## config.mk

```make
export PLATFORM = sky130hd
export DESIGN_NAME = priority_queue_linear_scan_core
export DESIGN_NICKNAME = d
export VERILOG_FILES = /design/src/pqls_pkg.sv /design/src/pqls_ram.sv /design/src/pqls_best.sv /design/src/pqls_seq.sv /design/src/priority_queue_linear_scan_core.sv
export SDC_FILE = /design/constraint.sdc
export NUM_CORES = 1
export LEC_CHECK = 0
export ABC_AREA = 1
export BUFFER_PORTS_ARGS = -buffer_cell sky130_fd_sc_hd__buf_2
export CAP_MARGIN = 10
export CORE_MARGIN = 2
export CORE_UTILIZATION = 40
export DETAILED_ROUTE_END_ITERATION = 16
export HOLD_SLACK_MARGIN = 0.03
export PLACE_DENSITY = 0.59
export SETUP_SLACK_MARGIN = 0.2
export SLEW_MARGIN = 20
export SYNTH_ARGS = -nofsm -noshare
export SYNTH_HDL_FRONTEND = slang
export SYNTH_SLANG_ARGS = --single-unit
```

## constraint.sdc

```tcl
create_clock -name i_clk -period 5.7 [get_ports i_clk]
set_clock_uncertainty 0.1 [all_clocks]
set_input_delay 0.57 -clock i_clk [delete_from_list [all_inputs] [get_ports i_clk]]
set_output_delay 0.57 -clock i_clk [all_outputs]
set_load 0.02 [all_outputs]
```

## src/pqls_pkg.sv

```systemverilog
// ----------------------------------------------------------------------------
// pqls_pkg
// Shared types and constants for the linear-scan priority queue.
// ----------------------------------------------------------------------------
package pqls_pkg;

    localparam int DEPTH_DEF = 8;
    localparam int PRIO_W    = 8;
    localparam int DATA_W    = 32;
    localparam int STAT_W    = 2;
    localparam int FILL_W    = 4;
    localparam int ENTRY_W   = PRIO_W + DATA_W;

    localparam logic REQ_INSERT = 1'b0;
    localparam logic REQ_REMOVE = 1'b1;

    typedef enum logic [STAT_W-1:0] {
        ST_DONE  = 2'd0,
        ST_FULL  = 2'd1,
        ST_EMPTY = 2'd2
    } t_status;

    typedef enum logic [1:0] {
        S_IDLE,
        S_SCAN,
        S_SHIFT,
        S_RESULT
    } t_state;

    // Control from the sequencer to the compare unit.
    typedef struct packed {
        logic cmp_en;
        logic first;
    } t_scan_ctl;

endpackage

```

## src/pqls_ram.sv

```systemverilog
// ----------------------------------------------------------------------------
// pqls_ram
// Generic single-write, single-read RAM with a registered read port.
// ----------------------------------------------------------------------------
module pqls_ram #(
    parameter int WIDTH = pqls_pkg::ENTRY_W,
    parameter int DEPTH = pqls_pkg::DEPTH_DEF
) (
    input  logic                     i_clk,
    input  logic                     i_we,
    input  logic [$clog2(DEPTH)-1:0] i_waddr,
    input  logic [WIDTH-1:0]         i_wdata,
    input  logic                     i_re,
    input  logic [$clog2(DEPTH)-1:0] i_raddr,
    output logic [WIDTH-1:0]         o_rdata
);

    logic [WIDTH-1:0] r_mem [DEPTH];
    logic [WIDTH-1:0] r_rdata;

    always_ff @(posedge i_clk) begin
        if (i_we) begin
            r_mem[i_waddr] <= i_wdata;
        end
        if (i_re) begin
            r_rdata <= r_mem[i_raddr];
        end
    end

    assign o_rdata = r_rdata;

endmodule

```

## src/pqls_best.sv

```systemverilog
// ----------------------------------------------------------------------------
// pqls_best
// Shared compare unit: tracks the highest priority seen during a scan.
// ----------------------------------------------------------------------------
module pqls_best #(
    parameter int DEPTH = pqls_pkg::DEPTH_DEF
) (
    input  logic                        i_clk,
    input  pqls_pkg::t_scan_ctl         i_ctl,
    input  logic [$clog2(DEPTH)-1:0]    i_idx,
    input  logic [pqls_pkg::PRIO_W-1:0] i_prio,
    input  logic [pqls_pkg::DATA_W-1:0] i_payload,
    output logic [$clog2(DEPTH)-1:0]    o_best_idx_nxt,
    output logic [pqls_pkg::PRIO_W-1:0] o_best_prio,
    output logic [pqls_pkg::DATA_W-1:0] o_best_payload
);

    localparam int AW = $clog2(DEPTH);

    logic [AW-1:0]               r_best_idx;
    logic [pqls_pkg::PRIO_W-1:0] r_best_prio;
    logic [pqls_pkg::DATA_W-1:0] r_best_payload;
    logic                        take;

    // Strictly greater, so the earliest slot wins a tie.
    assign take           = i_ctl.first || (i_prio > r_best_prio);
    assign o_best_idx_nxt = take ? i_idx : r_best_idx;

    always_ff @(posedge i_clk) begin
        if (i_ctl.cmp_en && take) begin
            r_best_idx     <= i_idx;
            r_best_prio    <= i_prio;
            r_best_payload <= i_payload;
        end
    end

    assign o_best_prio    = r_best_prio;
    assign o_best_payload = r_best_payload;

endmodule

```

## src/pqls_seq.sv

```systemverilog
// ----------------------------------------------------------------------------
// pqls_seq
// Sequencer: insert, scan for the maximum, shift down, and result hand-off.
// ----------------------------------------------------------------------------
module pqls_seq #(
    parameter int DEPTH = pqls_pkg::DEPTH_DEF
) (
    input  logic                         i_clk,
    input  logic                         i_rst_n,
    // Request side
    input  logic                         i_in_valid,
    output logic                         o_in_stall,
    input  logic                         i_req_type,
    input  logic [pqls_pkg::PRIO_W-1:0]  i_priority_req,
    input  logic [pqls_pkg::DATA_W-1:0]  i_payload,
    // Entry RAM
    output logic                         o_ram_we,
    output logic [$clog2(DEPTH)-1:0]     o_ram_waddr,
    output logic [pqls_pkg::ENTRY_W-1:0] o_ram_wdata,
    output logic                         o_ram_re,
    output logic [$clog2(DEPTH)-1:0]     o_ram_raddr,
    input  logic [pqls_pkg::ENTRY_W-1:0] i_ram_rdata,
    // Compare unit
    output pqls_pkg::t_scan_ctl          o_scan_ctl,
    output logic [$clog2(DEPTH)-1:0]     o_scan_idx,
    input  logic [$clog2(DEPTH)-1:0]     i_best_idx_nxt,
    input  logic [pqls_pkg::PRIO_W-1:0]  i_best_prio,
    input  logic [pqls_pkg::DATA_W-1:0]  i_best_payload,
    // Result
    output logic                         o_res_valid,
    input  logic                         i_res_take,
    output pqls_pkg::t_status            o_res_status,
    output logic [pqls_pkg::PRIO_W-1:0]  o_res_prio,
    output logic [pqls_pkg::DATA_W-1:0]  o_res_payload,
    output logic [pqls_pkg::FILL_W-1:0]  o_res_fill
);

    localparam int AW = $clog2(DEPTH);
    localparam int CW = $clog2(DEPTH + 1);

    pqls_pkg::t_state  r_state, n_state;
    logic [CW-1:0]     r_count, n_count;
    logic [AW-1:0]     r_idx, n_idx;
    pqls_pkg::t_status r_status, n_status;
    logic              r_rm, n_rm;

    logic          accept;
    logic [CW-1:0] idx_p1, idx_p2, best_p1;

    assign accept  = i_in_valid && (r_state == pqls_pkg::S_IDLE);
    assign idx_p1  = CW'(r_idx) + CW'(1);
    assign idx_p2  = CW'(r_idx) + CW'(2);
    assign best_p1 = CW'(i_best_idx_nxt) + CW'(1);

    always_ff @(posedge i_clk) begin
        if (!i_rst_n) begin
            r_state <= pqls_pkg::S_IDLE;
            r_count <= '0;
        end else begin
            r_state <= n_state;
            r_count <= n_count;
        end
        r_idx    <= n_idx;
        r_status <= n_status;
        r_rm     <= n_rm;
    end

    always_comb begin
        n_state     = r_state;
        n_count     = r_count;
        n_idx       = r_idx;
        n_status    = r_status;
        n_rm        = r_rm;
        o_ram_we    = 1'b0;
        o_ram_waddr = r_idx;
        o_ram_wdata = i_ram_rdata;
        o_ram_re    = 1'b0;
        o_ram_raddr = idx_p1[AW-1:0];
        o_scan_ctl  = '0;
        o_res_valid = 1'b0;

        case (r_state)
            pqls_pkg::S_IDLE: begin
                if (accept) begin
                    n_rm    = 1'b0;
                    n_state = pqls_pkg::S_RESULT;
                    if (i_req_type == pqls_pkg::REQ_INSERT) begin
                        if (r_count < CW'(DEPTH)) begin
                            o_ram_we    = 1'b1;
                            o_ram_waddr = r_count[AW-1:0];
                            o_ram_wdata = {i_priority_req, i_payload};
                            n_count     = r_count + CW'(1);
                            n_status    = pqls_pkg::ST_DONE;
                        end else begin
                            n_status = pqls_pkg::ST_FULL;
                        end
                    end else if (r_count == '0) begin
                        n_status = pqls_pkg::ST_EMPTY;
                    end else begin
                        o_ram_re    = 1'b1;
                        o_ram_raddr = '0;
                        n_idx       = '0;
                        n_state     = pqls_pkg::S_SCAN;
                    end
                end
            end
            pqls_pkg::S_SCAN: begin
                o_scan_ctl.cmp_en = 1'b1;
                o_scan_ctl.first  = (r_idx == '0);
                if (idx_p1 != r_count) begin
                    o_ram_re    = 1'b1;
                    o_ram_raddr = idx_p1[AW-1:0];
                    n_idx       = idx_p1[AW-1:0];
                end else begin
                    n_rm     = 1'b1;
                    n_status = pqls_pkg::ST_DONE;
                    if (best_p1 < r_count) begin
                        // Fetch the slot above the winner to start closing the gap.
                        o_ram_re    = 1'b1;
                        o_ram_raddr = best_p1[AW-1:0];
                        n_idx       = i_best_idx_nxt;
                        n_state     = pqls_pkg::S_SHIFT;
                    end else begin
                        n_count = r_count - CW'(1);
                        n_state = pqls_pkg::S_RESULT;
                    end
                end
            end
            pqls_pkg::S_SHIFT: begin
                // Slot r_idx + 1 arrives now and moves down into slot r_idx.
                o_ram_we    = 1'b1;
                o_ram_waddr = r_idx;
                o_ram_wdata = i_ram_rdata;
                if (idx_p2 < r_count) begin
                    o_ram_re    = 1'b1;
                    o_ram_raddr = idx_p2[AW-1:0];
                    n_idx       = idx_p1[AW-1:0];
                end else begin
                    n_count = r_count - CW'(1);
                    n_state = pqls_pkg::S_RESULT;
                end
            end
            pqls_pkg::S_RESULT: begin
                o_res_valid = 1'b1;
                if (i_res_take) begin
                    n_state = pqls_pkg::S_IDLE;
                end
            end
            default: begin
                n_state = pqls_pkg::S_IDLE;
            end
        endcase
    end

    assign o_in_stall    = (r_state != pqls_pkg::S_IDLE);
    assign o_scan_idx    = r_idx;
    assign o_res_status  = r_status;
    assign o_res_prio    = r_rm ? i_best_prio : '0;
    assign o_res_payload = r_rm ? i_best_payload : '0;
    assign o_res_fill    = pqls_pkg::FILL_W'(r_count);

    a_count_bound: assert property (@(posedge i_clk) disable iff (!i_rst_n)
        r_count <= CW'(DEPTH))
        else $error("entry count above depth");

    a_scan_nonempty: assert property (@(posedge i_clk) disable iff (!i_rst_n)
        (r_state == pqls_pkg::S_SCAN || r_state == pqls_pkg::S_SHIFT) |-> r_count != '0)
        else $error("scan or shift on an empty queue");

    a_shift_in_range: assert property (@(posedge i_clk) disable iff (!i_rst_n)
        (r_state == pqls_pkg::S_SHIFT) |-> idx_p1 < r_count)
        else $error("shift reads past the stored entries");

    a_accept_busy: assert property (@(posedge i_clk) disable iff (!i_rst_n)
        accept |=> o_in_stall)
        else $error("request accepted without leaving idle");

endmodule

```

## src/priority_queue_linear_scan_core.sv

```systemverilog
// An insert or a remove on an empty queue goes straight from idle to the result state, then into the output register.
// A remove scans every stored entry, then shifts each entry above the winner down one slot:
// one compare unit reads one entry per cycle, then one RAM port pair shifts one entry per cycle.
// Throughput: one transaction at a time; the next one is taken when the result is handed over.
// Reset (synchronous, active low) empties the queue; entry storage is not cleared.
// ----------------------------------------------------------------------------
// priority_queue_linear_scan_core
// Bounded priority queue in arrival order with highest-priority removal.
// ----------------------------------------------------------------------------
module priority_queue_linear_scan_core #(
    parameter int DEPTH = pqls_pkg::DEPTH_DEF
) (
    input  logic                                i_clk,
    input  logic                                i_rst_n,
    input  logic                                i_in_valid,
    output logic                                o_in_stall,
    input  logic                                i_req_type,
    input  logic [pqls_pkg::PRIO_W-1:0]         i_priority_req,
    input  logic signed [pqls_pkg::DATA_W-1:0]  i_payload,
    output logic                                o_out_valid,
    input  logic                                i_out_stall,
    output logic [pqls_pkg::STAT_W-1:0]         o_status,
    output logic [pqls_pkg::PRIO_W-1:0]         o_out_priority,
    output logic signed [pqls_pkg::DATA_W-1:0]  o_out_payload,
    output logic [pqls_pkg::FILL_W-1:0]         o_fill_level
);

    localparam int AW = $clog2(DEPTH);

    logic                         ram_we, ram_re;
    logic [AW-1:0]                ram_waddr, ram_raddr;
    logic [pqls_pkg::ENTRY_W-1:0] ram_wdata, ram_rdata;
    pqls_pkg::t_scan_ctl          scan_ctl;
    logic [AW-1:0]                scan_idx, best_idx_nxt;
    logic [pqls_pkg::PRIO_W-1:0]  best_prio, res_prio;
    logic [pqls_pkg::DATA_W-1:0]  best_payload, res_payload;
    logic                         res_valid, res_take;
    pqls_pkg::t_status            res_status;
    logic [pqls_pkg::FILL_W-1:0]  res_fill;

    logic                         r_out_valid;
    pqls_pkg::t_status            r_out_status;
    logic [pqls_pkg::PRIO_W-1:0]  r_out_prio;
    logic [pqls_pkg::DATA_W-1:0]  r_out_payload;
    logic [pqls_pkg::FILL_W-1:0]  r_out_fill;

    pqls_ram #(
        .WIDTH (pqls_pkg::ENTRY_W),
        .DEPTH (DEPTH)
    ) u_ram (
        .i_clk   (i_clk),
        .i_we    (ram_we),
        .i_waddr (ram_waddr),
        .i_wdata (ram_wdata),
        .i_re    (ram_re),
        .i_raddr (ram_raddr),
        .o_rdata (ram_rdata)
    );

    pqls_best #(
        .DEPTH (DEPTH)
    ) u_best (
        .i_clk          (i_clk),
        .i_ctl          (scan_ctl),
        .i_idx          (scan_idx),
        .i_prio         (ram_rdata[pqls_pkg::ENTRY_W-1:pqls_pkg::DATA_W]),
        .i_payload      (ram_rdata[pqls_pkg::DATA_W-1:0]),
        .o_best_idx_nxt (best_idx_nxt),
        .o_best_prio    (best_prio),
        .o_best_payload (best_payload)
    );

    pqls_seq #(
        .DEPTH (DEPTH)
    ) u_seq (
        .i_clk          (i_clk),
        .i_rst_n        (i_rst_n),
        .i_in_valid     (i_in_valid),
        .o_in_stall     (o_in_stall),
        .i_req_type     (i_req_type),
        .i_priority_req (i_priority_req),
        .i_payload      (i_payload),
        .o_ram_we       (ram_we),
        .o_ram_waddr    (ram_waddr),
        .o_ram_wdata    (ram_wdata),
        .o_ram_re       (ram_re),
        .o_ram_raddr    (ram_raddr),
        .i_ram_rdata    (ram_rdata),
        .o_scan_ctl     (scan_ctl),
        .o_scan_idx     (scan_idx),
        .i_best_idx_nxt (best_idx_nxt),
        .i_best_prio    (best_prio),
        .i_best_payload (best_payload),
        .o_res_valid    (res_valid),
        .i_res_take     (res_take),
        .o_res_status   (res_status),
        .o_res_prio     (res_prio),
        .o_res_payload  (res_payload),
        .o_res_fill     (res_fill)
    );

    // The output register frees up when it is empty or its transaction completes.
    assign res_take = !r_out_valid || !i_out_stall;

    always_ff @(posedge i_clk) begin
        if (!i_rst_n) begin
            r_out_valid <= 1'b0;
        end else if (res_take) begin
            r_out_valid <= res_valid;
        end
        if (res_take && res_valid) begin
            r_out_status  <= res_status;
            r_out_prio    <= res_prio;
            r_out_payload <= res_payload;
            r_out_fill    <= res_fill;
        end
    end

    assign o_out_valid    = r_out_valid;
    assign o_status       = r_out_status;
    assign o_out_priority = r_out_prio;
    assign o_out_payload  = r_out_payload;
    assign o_fill_level   = r_out_fill;

endmodule

```

======== Yosys cells after proc, flatten, opt, wreduce, memory -nomap -nowiden ========
Memory sizes are Yosys's and may differ from the RTL's. A register that Yosys moved wholly into a read port is not among the register bits.
Cells that the tools add are included.
operators by class
  reductions and logical operators ........ 18
  add/sub/neg operators ................... 5
  divide/modulo/power cells ............... 0
  bitwise gates (word level) .............. 0
  multipliers ............................. 0
  order comparisons ....................... 4
  shift-type cells ........................ 0
  multiplexer cells ....................... 62
  equality and inequality tests ........... 16
operators by type and width
  cell                                                number
  2-to-1 mux 40 bit                                   4
  2-to-1 mux 3 bit                                    17
  2-to-1 mux 4 bit                                    6
  2-to-1 mux 2 bit                                    11
  case mux 3 bit (3 select lines)                     2
  2-to-1 mux 1 bit                                    16
  != test 2 bit (second input constant)               8
  case mux 4 bit (3 select lines)                     1
  adder 3 x 1 -> 4 bit (second input constant)        2
  > comparator 8 bit                                  1
  less-than comparator 4 bit                          2
  case mux 2 bit (4 select lines)                     1
  AND reduction 4 bit                                 2
  AND reduction 7 bit                                 1
  AND reduction 6 bit                                 1
  adder 3 x 2 -> 4 bit (second input constant)        1
  adder 4 x 1 -> 4 bit (second input constant)        1
  equality test 2 bit (second input constant)         2
  zero test 4 bit                                     1
  less-than comparator 4 bit (second input constant)  1
  != test 2 x 1 -> 1 bit (second input constant)      2
  != test 4 bit                                       1
  case mux 1 bit (2 select lines)                     2
  case mux 2 bit (2 select lines)                     1
  other kinds (13)                                    18
storage, ports and cells
  memory bits (read-only) ................. 0
  logic and storage cells ................. 119
  bits in registers ....................... 102
  latch bits .............................. 0
  memories ................................ 1
  memory bits (writable) .................. 320
memory list
  memory       words  bits a word  read ports  clocked after Yosys merged registers in  write ports  line            RTL
  u_ram.r_mem  8      40           1           1                                        1            pqls_ram.sv:18  logic [WIDTH-1:0] r_mem [DEPTH];

======== Logic depth before layout (Yosys ltp) ========
Gate-level depths: netlist of the first run.
  depth in word-level cells ............... 9
  mapped depth ............................ 33
  mapped depth without buffers ............ 31

======== Modules after synthesis ========
Synthesis of the first run repeated with hierarchy kept, for this count alone.
second synthesis, totals
  cells, all modules ...................... 1914
  area total of the unflattened synthesis .. 20318.2 µm²
modules (own cells, without submodules)
  module                           area an instance (µm²)  instances  cells an instance
  pqls_ram                         15199.6                 1          1441
  pqls_seq                         2124.5                  1          330
  pqls_best                        1565.3                  1          91
  priority_queue_linear_scan_core  1428.9                  1          52

======== Worst setup path before layout of the first run ========
OpenSTA, ideal clock, no wires.
  path kind ............................... register -> register
  start ................................... reg u_ram.r_rdata[39], in the netlist u_ram.o_rdata[39] (read register of u_ram.r_mem)
  end ..................................... reg u_ram.r_rdata[0], in the netlist u_ram.o_rdata[0] (read register of u_ram.r_mem) (enable)
  period minus slack after synthesis ...... 4.959 ns
  arrival ................................. 4.398 ns
  buffers on the path ..................... 0
  library setup time ...................... 0.462 ns
  stages on the path, launching flop included .. 17
  path slack .............................. 0.741 ns
  cells stage by stage .................... edfxtp_1 ha_1 nand2_1 nor2_1 nand2_1 nand2_1 nand2_1 nand2_1 inv_1 o21ai_0 ha_1 xnor2_1 inv_1 ha_1 a21oi_1 nand3_1 a31oi_1
between the ends
  cells in the longest elaborated chain, start to end .. 8
ends and longest elaborated chain
  element                          line                                   RTL
  from (decl)                      pqls_ram.sv:19                         logic [WIDTH-1:0] r_rdata;
  > comparator 8 bit               pqls_best.sv:26                        assign take = i_ctl.first || (i_prio > r_best_prio);
  logical OR 1 bit                 pqls_best.sv:26
  2-to-1 mux 3 bit                 pqls_best.sv:27                        assign o_best_idx_nxt = take ? i_idx : r_best_idx;
  adder 3 x 1 -> 4 bit             pqls_seq.sv:53                         assign best_p1 = CW'(i_best_idx_nxt) + CW'(1);
  less-than comparator 4 bit       pqls_seq.sv:117                        if (best_p1 < r_count) begin
  2-to-1 mux 1 bit                 pqls_seq.sv:117
  2-to-1 mux 1 bit                 pqls_seq.sv:110                        if (idx_p1 != r_count) begin
  case mux 1 bit (3 select lines)  pqls_seq.sv:82                         case (r_state)
  named net ram_re                 priority_queue_linear_scan_core.sv:30  logic ram_we, ram_re;
The timed path passes the listed nets, and every way through them passes these cells.
A chain may end at the register's enable or synchronous reset.

======== Worst setup path in the final report of the first run ========
  start ................................... reg u_ram.r_rdata[39], in the netlist u_ram.o_rdata[39] (read register of u_ram.r_mem)
  end ..................................... reg u_ram.r_rdata[38], in the netlist u_ram.o_rdata[38] (read register of u_ram.r_mem) (data pin)
between the ends
  cells in the longest elaborated chain, start to end .. 8
ends and longest elaborated chain
  element                                                                                    line
  > comparator 8 bit (*)                                                                     pqls_best.sv:26
  logical OR 1 bit (*)                                                                       pqls_best.sv:26
  2-to-1 mux 3 bit (*)                                                                       pqls_best.sv:27
  adder 3 x 1 -> 4 bit (*)                                                                   pqls_seq.sv:53
  less-than comparator 4 bit                                                                 pqls_seq.sv:117
  2-to-1 mux 3 bit / 2-to-1 mux 1 bit (equally long branches)                                pqls_seq.sv:117
  2-to-1 mux 3 bit / 2-to-1 mux 1 bit (equally long branches)                                pqls_seq.sv:110
  case mux 3 bit (3 select lines) / case mux 1 bit (3 select lines) (equally long branches)  pqls_seq.sv:82
Every way passes the cells marked *; elsewhere a longest branch is shown, timed or not.

==> results of run 1 <==
-- placed cells by master, fill, tap and decap left out, drive strengths merged, types with 2 or more instances in the layout --
master,synthesis,layout
nand4,4,4
nand3,331,331
clkbuf,30,66
nand2,459,459
a31oi,2,2
mux2,39,39
clkinvlp,0,3
a21oi,22,22
clkinv,0,17
buf,55,118
nor3,4,4
a211oi,2,2
o21ai,15,15
inv,405,406
xnor2,3,3
nor2,29,29
edfxtp,455,455
bufinv,0,4
ha,25,25
a221oi,2,2
dfxtp,7,7
-- layer usage --
| metal | GRT usage (%) | vias to the layer above | share of wire [%] |
|---|---|---|---|
| met4 | 5.36 | 0 | 2.5 |
| li1 | - | 6339 | - |
| met3 | 3.04 | 93 | 5.9 |
| met1 | 24.6 | 6364 | 46 |
| met2 | 28.6 | 387 | 46 |
| met5 | 0 | - | 0 |
-- critical path, delay by kind of cell (launching register included) --
kind,cells,cell delay [ns]
and+or+nand+nor,16,1.99
adders and majority gates,3,0.76
AOI/OAI and AO/OA,2,0.66
buffers and inverters,3,0.51
DFF,1,0.49
xor gates and xnor gates,1,0.12
-- area by class of cell --
cell class	instances	area [µm²]
fillers	4632	27000
clock buffers	66	1370
well taps	672	841
repair buffers	118	747
flip-flops and latches	462	13800
multi-input cells	943	4760
diodes	1	2.50
clock inverters	25	226
inverters	405	1520
-- cells in the mapped netlist, types with 2 or more instances --
| library cell | number |
|---|---|
| clkbuf_1 | 30 |
| xnor2_1 | 3 |
| buf_1 | 6 |
| edfxtp_1 | 455 |
| buf_2 | 28 |
| a21oi_1 | 21 |
| nand3_2 | 2 |
| a31oi_1 | 2 |
| nand2_4 | 3 |
| nand2_1 | 455 |
| inv_1 | 403 |
| nand3_1 | 329 |
| dfxtp_1 | 7 |
| o21ai_0 | 12 |
| nor3_1 | 4 |
| o21ai_1 | 3 |
| nand4_1 | 4 |
| ha_1 | 25 |
| inv_2 | 2 |
| buf_6 | 11 |
| a221oi_1 | 2 |
| mux2_2 | 39 |
| buf_4 | 10 |
| a211oi_1 | 2 |
| nor2_1 | 29 |
-- kinds of logic (layout without fill, tap and decap cells) --
kind of cell	Yosys count	count (layout)	synth area share, %
AND/OR/NAND/NOR	829	829	17.5
flip-flops	462	462	67.5
buffers and inverters	490	614	9.76
other	0	1	0
multiplexers	39	39	2.15
adder cells (fa/ha/maj)	26	26	1.63
AO/OA/AOI/OAI	45	45	1.22
XOR/XNOR	4	4	0.171
-- per-stage QoR --
stage	std cells	util [%]	hold WS (ns)
after detailed placement	2600	43.1	0.308
after floorplan	1895	-	0.300
after global routing	2691	46.3	0.165
final	2692	46.3	0.193
after global placement	2599	43.1	0.301
after CTS	2691	46.3	0.145
-- worst max path at each step --
stage / start / to / cells past startpoint
6_report: u_ram.o_rdata[39] / u_ram.o_rdata[38] / 25
5_1_grt: u_ram.o_rdata[39] / u_ram.o_rdata[38] / 25
4_1_cts: u_ram.o_rdata[37] / u_ram.o_rdata[38] / 25
3_5_place_dp: u_ram.o_rdata[37] / u_ram.o_rdata[38] / 25
3_3_place_gp: u_ram.o_rdata[37] / u_ram.o_rdata[38] / 24
2_1_floorplan: u_ram.o_rdata[39] / u_ram.o_rdata[0] / 16
-- registers in the layout (all words and copies together), names as in the netlist --
register and count:
u_ram.r_mem 320, u_ram.o_rdata 40, u_best.r_best_idx 3, o_status 2, o_out_priority 8, u_seq.r_state 2, o_fill_level 4, u_seq.o_res_fill 4
o_out_valid 1, u_seq.o_scan_idx 3, o_out_payload 32, u_seq.o_res_status 2, u_seq.r_rm 1, u_best.o_best_payload 32, u_best.o_best_prio 8
==> flow_metrics.env, run 1 <==
export IMPL_initial_core_util_pct=40.6
export IMPL_r2r_setup_slack_ns=0.79
export IMPL_route_detailed_drc=0
export IMPL_avgSynthCellArea_um2=10.8
export IMPL_rows=82
export IMPL_synth_cell_types=33
export IMPL_hold_buffers=0
export IMPL_hold_end="u_seq.o_res_fill[1]"
export IMPL_rr_endpoint="u_ram.o_rdata[38]"
export IMPL_hold_violations=0
export IMPL_worst_slew_pin_slew_ns=1.05
export IMPL_clock_sinks=462
export IMPL_worstHoldStart="i_rst_n"
export IMPL_ys_seq_area_share_pct=67.5
export IMPL_root_buffer="clkbuf_16"
export IMPL_gp_congestion=0.884
export IMPL_cap_violations=0
export IMPL_crit_type="flip-flop to flip-flop"
export IMPL_grt_antenna_before_repair=0
export IMPL_synth_edf_count=455
export IMPL_dp_hpwl_um=25600
export IMPL_finalCritPeriodShare_pct=86.2
export IMPL_reg2regPathDepth=25
export IMPL_grtUsageTotal_pct=17.7
export IMPL_totalWireLength_um=47000
export IMPL_crit_fanout=58
export IMPL_slew_violations=0
export IMPL_grt_max_degree=139
export IMPL_drt_iter0_drc=1022
export IMPL_cp_slowest_stage_delay_ns=0.49
export IMPL_grt_pass1_wl_um=72300
export IMPL_die_area_um2=52900
export IMPL_cts_max_level=2
export IMPL_core_area_um2=50300
export IMPL_finalSetupViolations=0
export IMPL_ctsResizeCount=0
export IMPL_routedWlPerCell_um=17.5
export IMPL_syn_nets=1966
export IMPL_synth_top_flop_cell="edfxtp_1"
export IMPL_design_area_um2=23300
export IMPL_vias_per_cell=4.90
export IMPL_drt_pass1_iter_count=6
export IMPL_critPathArrivalTime_ns=5.24
export IMPL_cts_tree="yes"
export IMPL_vias=13200
export IMPL_hp_class="primary input to flip-flop"
export IMPL_cts_buffer_depth=3
export IMPL_required_ns=6.02
export IMPL_async_reset_ff_share_pct=0
export IMPL_post_synth_inst_count=1895
export IMPL_rsz0062_at_grt="no"
export IMPL_holdPathStages=3
export IMPL_clock_latency_ns=0.59
export IMPL_fmax_mhz=204
export IMPL_synth_cell_area_um2=20400
export IMPL_portBuffers=92
export IMPL_place_ws_ns=0.835
export IMPL_yosys_register_bits=462
export IMPL_rr_startpoint="u_ram.o_rdata[39]"
export IMPL_tns_ns=0
export IMPL_overflow=0
export IMPL_startpoint_type="flip-flop"
export IMPL_cpMostUsedCell="nand2_1"
export IMPL_drtAntennaViolNets=0
export IMPL_slowest_stage="edfxtp_1"
export IMPL_worst_setup_path_end_kind="flip-flop"
export IMPL_nets=2051
export IMPL_numCtsBuffers=50
export IMPL_area_delta_synth_final_pct=13.9
export IMPL_setup_ws_ns=0.787
export IMPL_ios=93
export IMPL_synth_top_area_cell="edfxtp_1"
export IMPL_slew_headroom_pct=30.0
export IMPL_yosysWarningCount=0
export IMPL_die_y_um=230
export IMPL_grt_pass1_vias=12700
export IMPL_yosys_area_top_type_share_pct=66.9
export IMPL_clkTransAtPathRegs_ns=0.06
export IMPL_finalCriticalPeriod_ns=4.91
export IMPL_synth_area_leaders="edfxtp_1, nand2_1, nand3_1"
export IMPL_status="complete, no violations"
export IMPL_die_x_um=230
export IMPL_drive_gt1_share_pct=12.6
export IMPL_place_area_um2=21700
export IMPL_cts_setup_buffers=0
Power of run 1 is not shown: default switching activity piles up to over one toggle a cycle in this logic, so the estimate is an artifact.
==> run 2: changes to the inputs <==
ABC_AREA = unset   (was 1)
==> flow_metrics.env, run 2 <==
export IMPL_status="complete, no violations"
export IMPL_worst_setup_path_end_kind="flip-flop"
export IMPL_routedWlPerCell_um=20.6
export IMPL_synth_top_flop_cell="edfxtp_1"
export IMPL_rr_endpoint="u_ram.o_rdata[22]"
export IMPL_synth_common_cells="edfxtp_1, mux2i_1, nand2_1"
export IMPL_ctsResizeCount=0
export IMPL_worst_slew_pin_slew_ns=1.02
export IMPL_power_density_nw_per_um2=672
export IMPL_cts_max_level=2
export IMPL_worst_hold_slack_ns=0.210
export IMPL_power_total_w=0.0146
export IMPL_clock_sinks=462
export IMPL_synth_cell_types=62
export IMPL_synth_cell_area_um2=18900
export IMPL_max_flop_register="u_ram.r_mem"
export IMPL_grt_max_degree=85
export IMPL_die_y_um=221
export IMPL_initial_core_util_pct=40.5
export IMPL_drive_gt1_share_pct=19.4
export IMPL_root_buffer="clkbuf_16"
export IMPL_finalCriticalPeriod_ns=5.11
export IMPL_synthMuxAreaShare_pct=13.1
export IMPL_drt_iter0_drc=661
export IMPL_nets=1306
export IMPL_synth_top_family_by_area="multiplexers"
export IMPL_grtUsageTotal_pct=16.0
export IMPL_core_area_um2=46600
export IMPL_crit_fanout=84
export IMPL_cellLeakagePower_nw=7.86
export IMPL_grt_pass1_wl_um=59000
export IMPL_dp_hpwl_um=22100
export IMPL_synth_compound_area_share_pct=2.65
export IMPL_gp_congestion=0.863
export IMPL_grt_pass1_vias=9700
export IMPL_largest_reg_flops=320
export IMPL_async_reset_ff_share_pct=0
export IMPL_final_common_cell="edfxtp_1"
export IMPL_synth_edf_count=455
export IMPL_worstHoldStart="i_rst_n"
export IMPL_area_delta_synth_final_pct=14.7
export IMPL_synth_fa_ha_area_share_pct=1.76
export IMPL_finalCritPeriodShare_pct=89.7
export IMPL_vias=9431
export IMPL_holdPathStages=2
export IMPL_synthSimpleGateAreaFrac_pct=6.09
export IMPL_reg2regPathDepth=20
export IMPL_ys_seq_area_share_pct=73.1
export IMPL_overflow=0
export IMPL_yosys_register_bits=462
export IMPL_cts_buffer_depth=3
export IMPL_critPathArrivalTime_ns=5.45
export IMPL_yosysWarningCount=0
export IMPL_clock_latency_ns=0.57
export IMPL_synth_most_common_cell="edfxtp_1"
export IMPL_post_synth_inst_count=1112
export IMPL_required_ns=6.04
export IMPL_totalWireLength_um=38700
export IMPL_drt_pass1_iter_count=5
export IMPL_synth_area_leaders="edfxtp_1, mux2i_1, mux4_2"
export IMPL_die_area_um2=48900
export IMPL_drtAntennaViolNets=0
export IMPL_hp_class="primary input to flip-flop"
export IMPL_vias_per_cell=5.03
export IMPL_hold_violations=0
export IMPL_synth_xor_xnor_area_share_pct=0.457
export IMPL_numCtsBuffers=48
export IMPL_grt_antenna_before_repair=0
export IMPL_ir_drop_v=0.000564
export IMPL_hold_end="u_seq.o_res_fill[2]"
export IMPL_final_core_util_pct=46.5
export IMPL_fmax_mhz=196
export IMPL_startpoint_type="flip-flop"
export IMPL_clkTransAtPathRegs_ns=0.06
export IMPL_cap_violations=0
export IMPL_portBuffers=92
export IMPL_slew_headroom_pct=31.9
export IMPL_r2r_setup_slack_ns=0.59
export IMPL_rows=79
export IMPL_die_x_um=221
export IMPL_antennaDiodeCount=0
export IMPL_ios=93
export IMPL_yosys_area_top_type_share_pct=72.4
export IMPL_cts_tree="yes"
export IMPL_final_cell_mix="edfxtp_1, mux2i_1, nand2_1, buf_2, inv_1"
export IMPL_avgSynthCellArea_um2=17.0
export IMPL_syn_nets=1183
export IMPL_rsz0062_at_grt="no"
export IMPL_route_detailed_drc=0
export IMPL_synth_top_area_cell="edfxtp_1"
export IMPL_finalSetupViolations=0
export IMPL_rr_startpoint="u_ram.o_rdata[39]"
export IMPL_slew_violations=0
export IMPL_crit_type="flip-flop to flip-flop"
export IMPL_tns_ns=0
==> run 2: repair_timing <==
item | CTS | global route
setup buffers | 0 | 1
endpoints found under the hold margin | 0 | 0
hold buffers | 0 | 0
endpoints found under the setup margin | 0 | 33
==> run 2: worst max path at each step <==
stage	startpoint	end	slack, ns	cells after the start
global placement	u_ram.o_rdata[39]	u_ram.o_rdata[36]	0.57	19
global route	u_ram.o_rdata[39]	u_ram.o_rdata[33]	0.23	20
CTS	u_ram.o_rdata[39]	u_ram.o_rdata[36]	0.41	19
floorplan	u_ram.o_rdata[39]	u_ram.o_rdata[0]	0.33	13
finish	u_ram.o_rdata[39]	u_ram.o_rdata[22]	0.59	20
detailed placement	u_ram.o_rdata[39]	u_ram.o_rdata[36]	0.47	19
==> run 2: cell type report <==
type / instances / area, µm²
repair buffers: 117 / 686
multi-input cells: 544 / 4650
fillers: 3969 / 24900
well taps: 607 / 759
clock buffers: 57 / 1230
inverters: 62 / 233
flip-flops and latches: 462 / 13800
clock inverters: 25 / 280
==> run 2: critical path: stages, from the launching register on <==
cell	delay, ns
edfxtp_1	0.44
ha_1	0.37
nand4_2	0.20
nor2_4	0.20
o21ai_1	0.16
nor2_1	0.28
mux2i_1	0.26
inv_1	0.07
ha_1	0.19
xor2_1	0.17
ha_1	0.31
inv_1	0.09
nor2_1	0.05
o21ai_0	0.19
nand2_1	0.17
a31o_1	0.27
nor2_4	0.17
buf_12	0.43
mux2i_1	0.20
mux4_2	0.47
inv_1	0.06
==> run 2: routing by layer <==
layer  part of all wire, %  global-route usage, %  vias to the layer above  routed length (µm)
li1                      -                      -                     4435                   -
met1                    44                   21.3                     4748               17200
met2                    49                   26.7                      187               19000
met3                   3.8                   2.36                       61                1470
met4                   2.5                   5.56                        0                 981
met5                     0                      0                        -                   0
==> run 2: cell families after synthesis <==
| kind of cell | Yosys count |
|---|---|
| xor gates and xnor gates | 9 |
| buffers and inverters | 106 |
| AOI/OAI and AO/OA | 69 |
| muxes | 199 |
| and+or+nand+nor | 241 |
| DFF | 462 |
| adders and majority gates | 26 |
==> run 2: where the power goes <==
group,internal [W],switching [W],leakage (nW)
logic,0.00257,0.00345,2.92
clock network,0.00181,0.00124,0.738
registers,0.00520,0.000286,4.20
==> run 2: per-stage QoR <==
step | cells | instance area, µm² | setup slack (ns)
after floorplan | 1112 | 18900 | 0.333
after global placement | 1791 | 20100 | 0.573
after detailed placement | 1791 | 20100 | 0.468
after CTS | 1873 | 21600 | 0.408
after global routing | 1874 | 21600 | 0.233
final | 1874 | 21600 | 0.588
(Power assumes the default switching activity.)
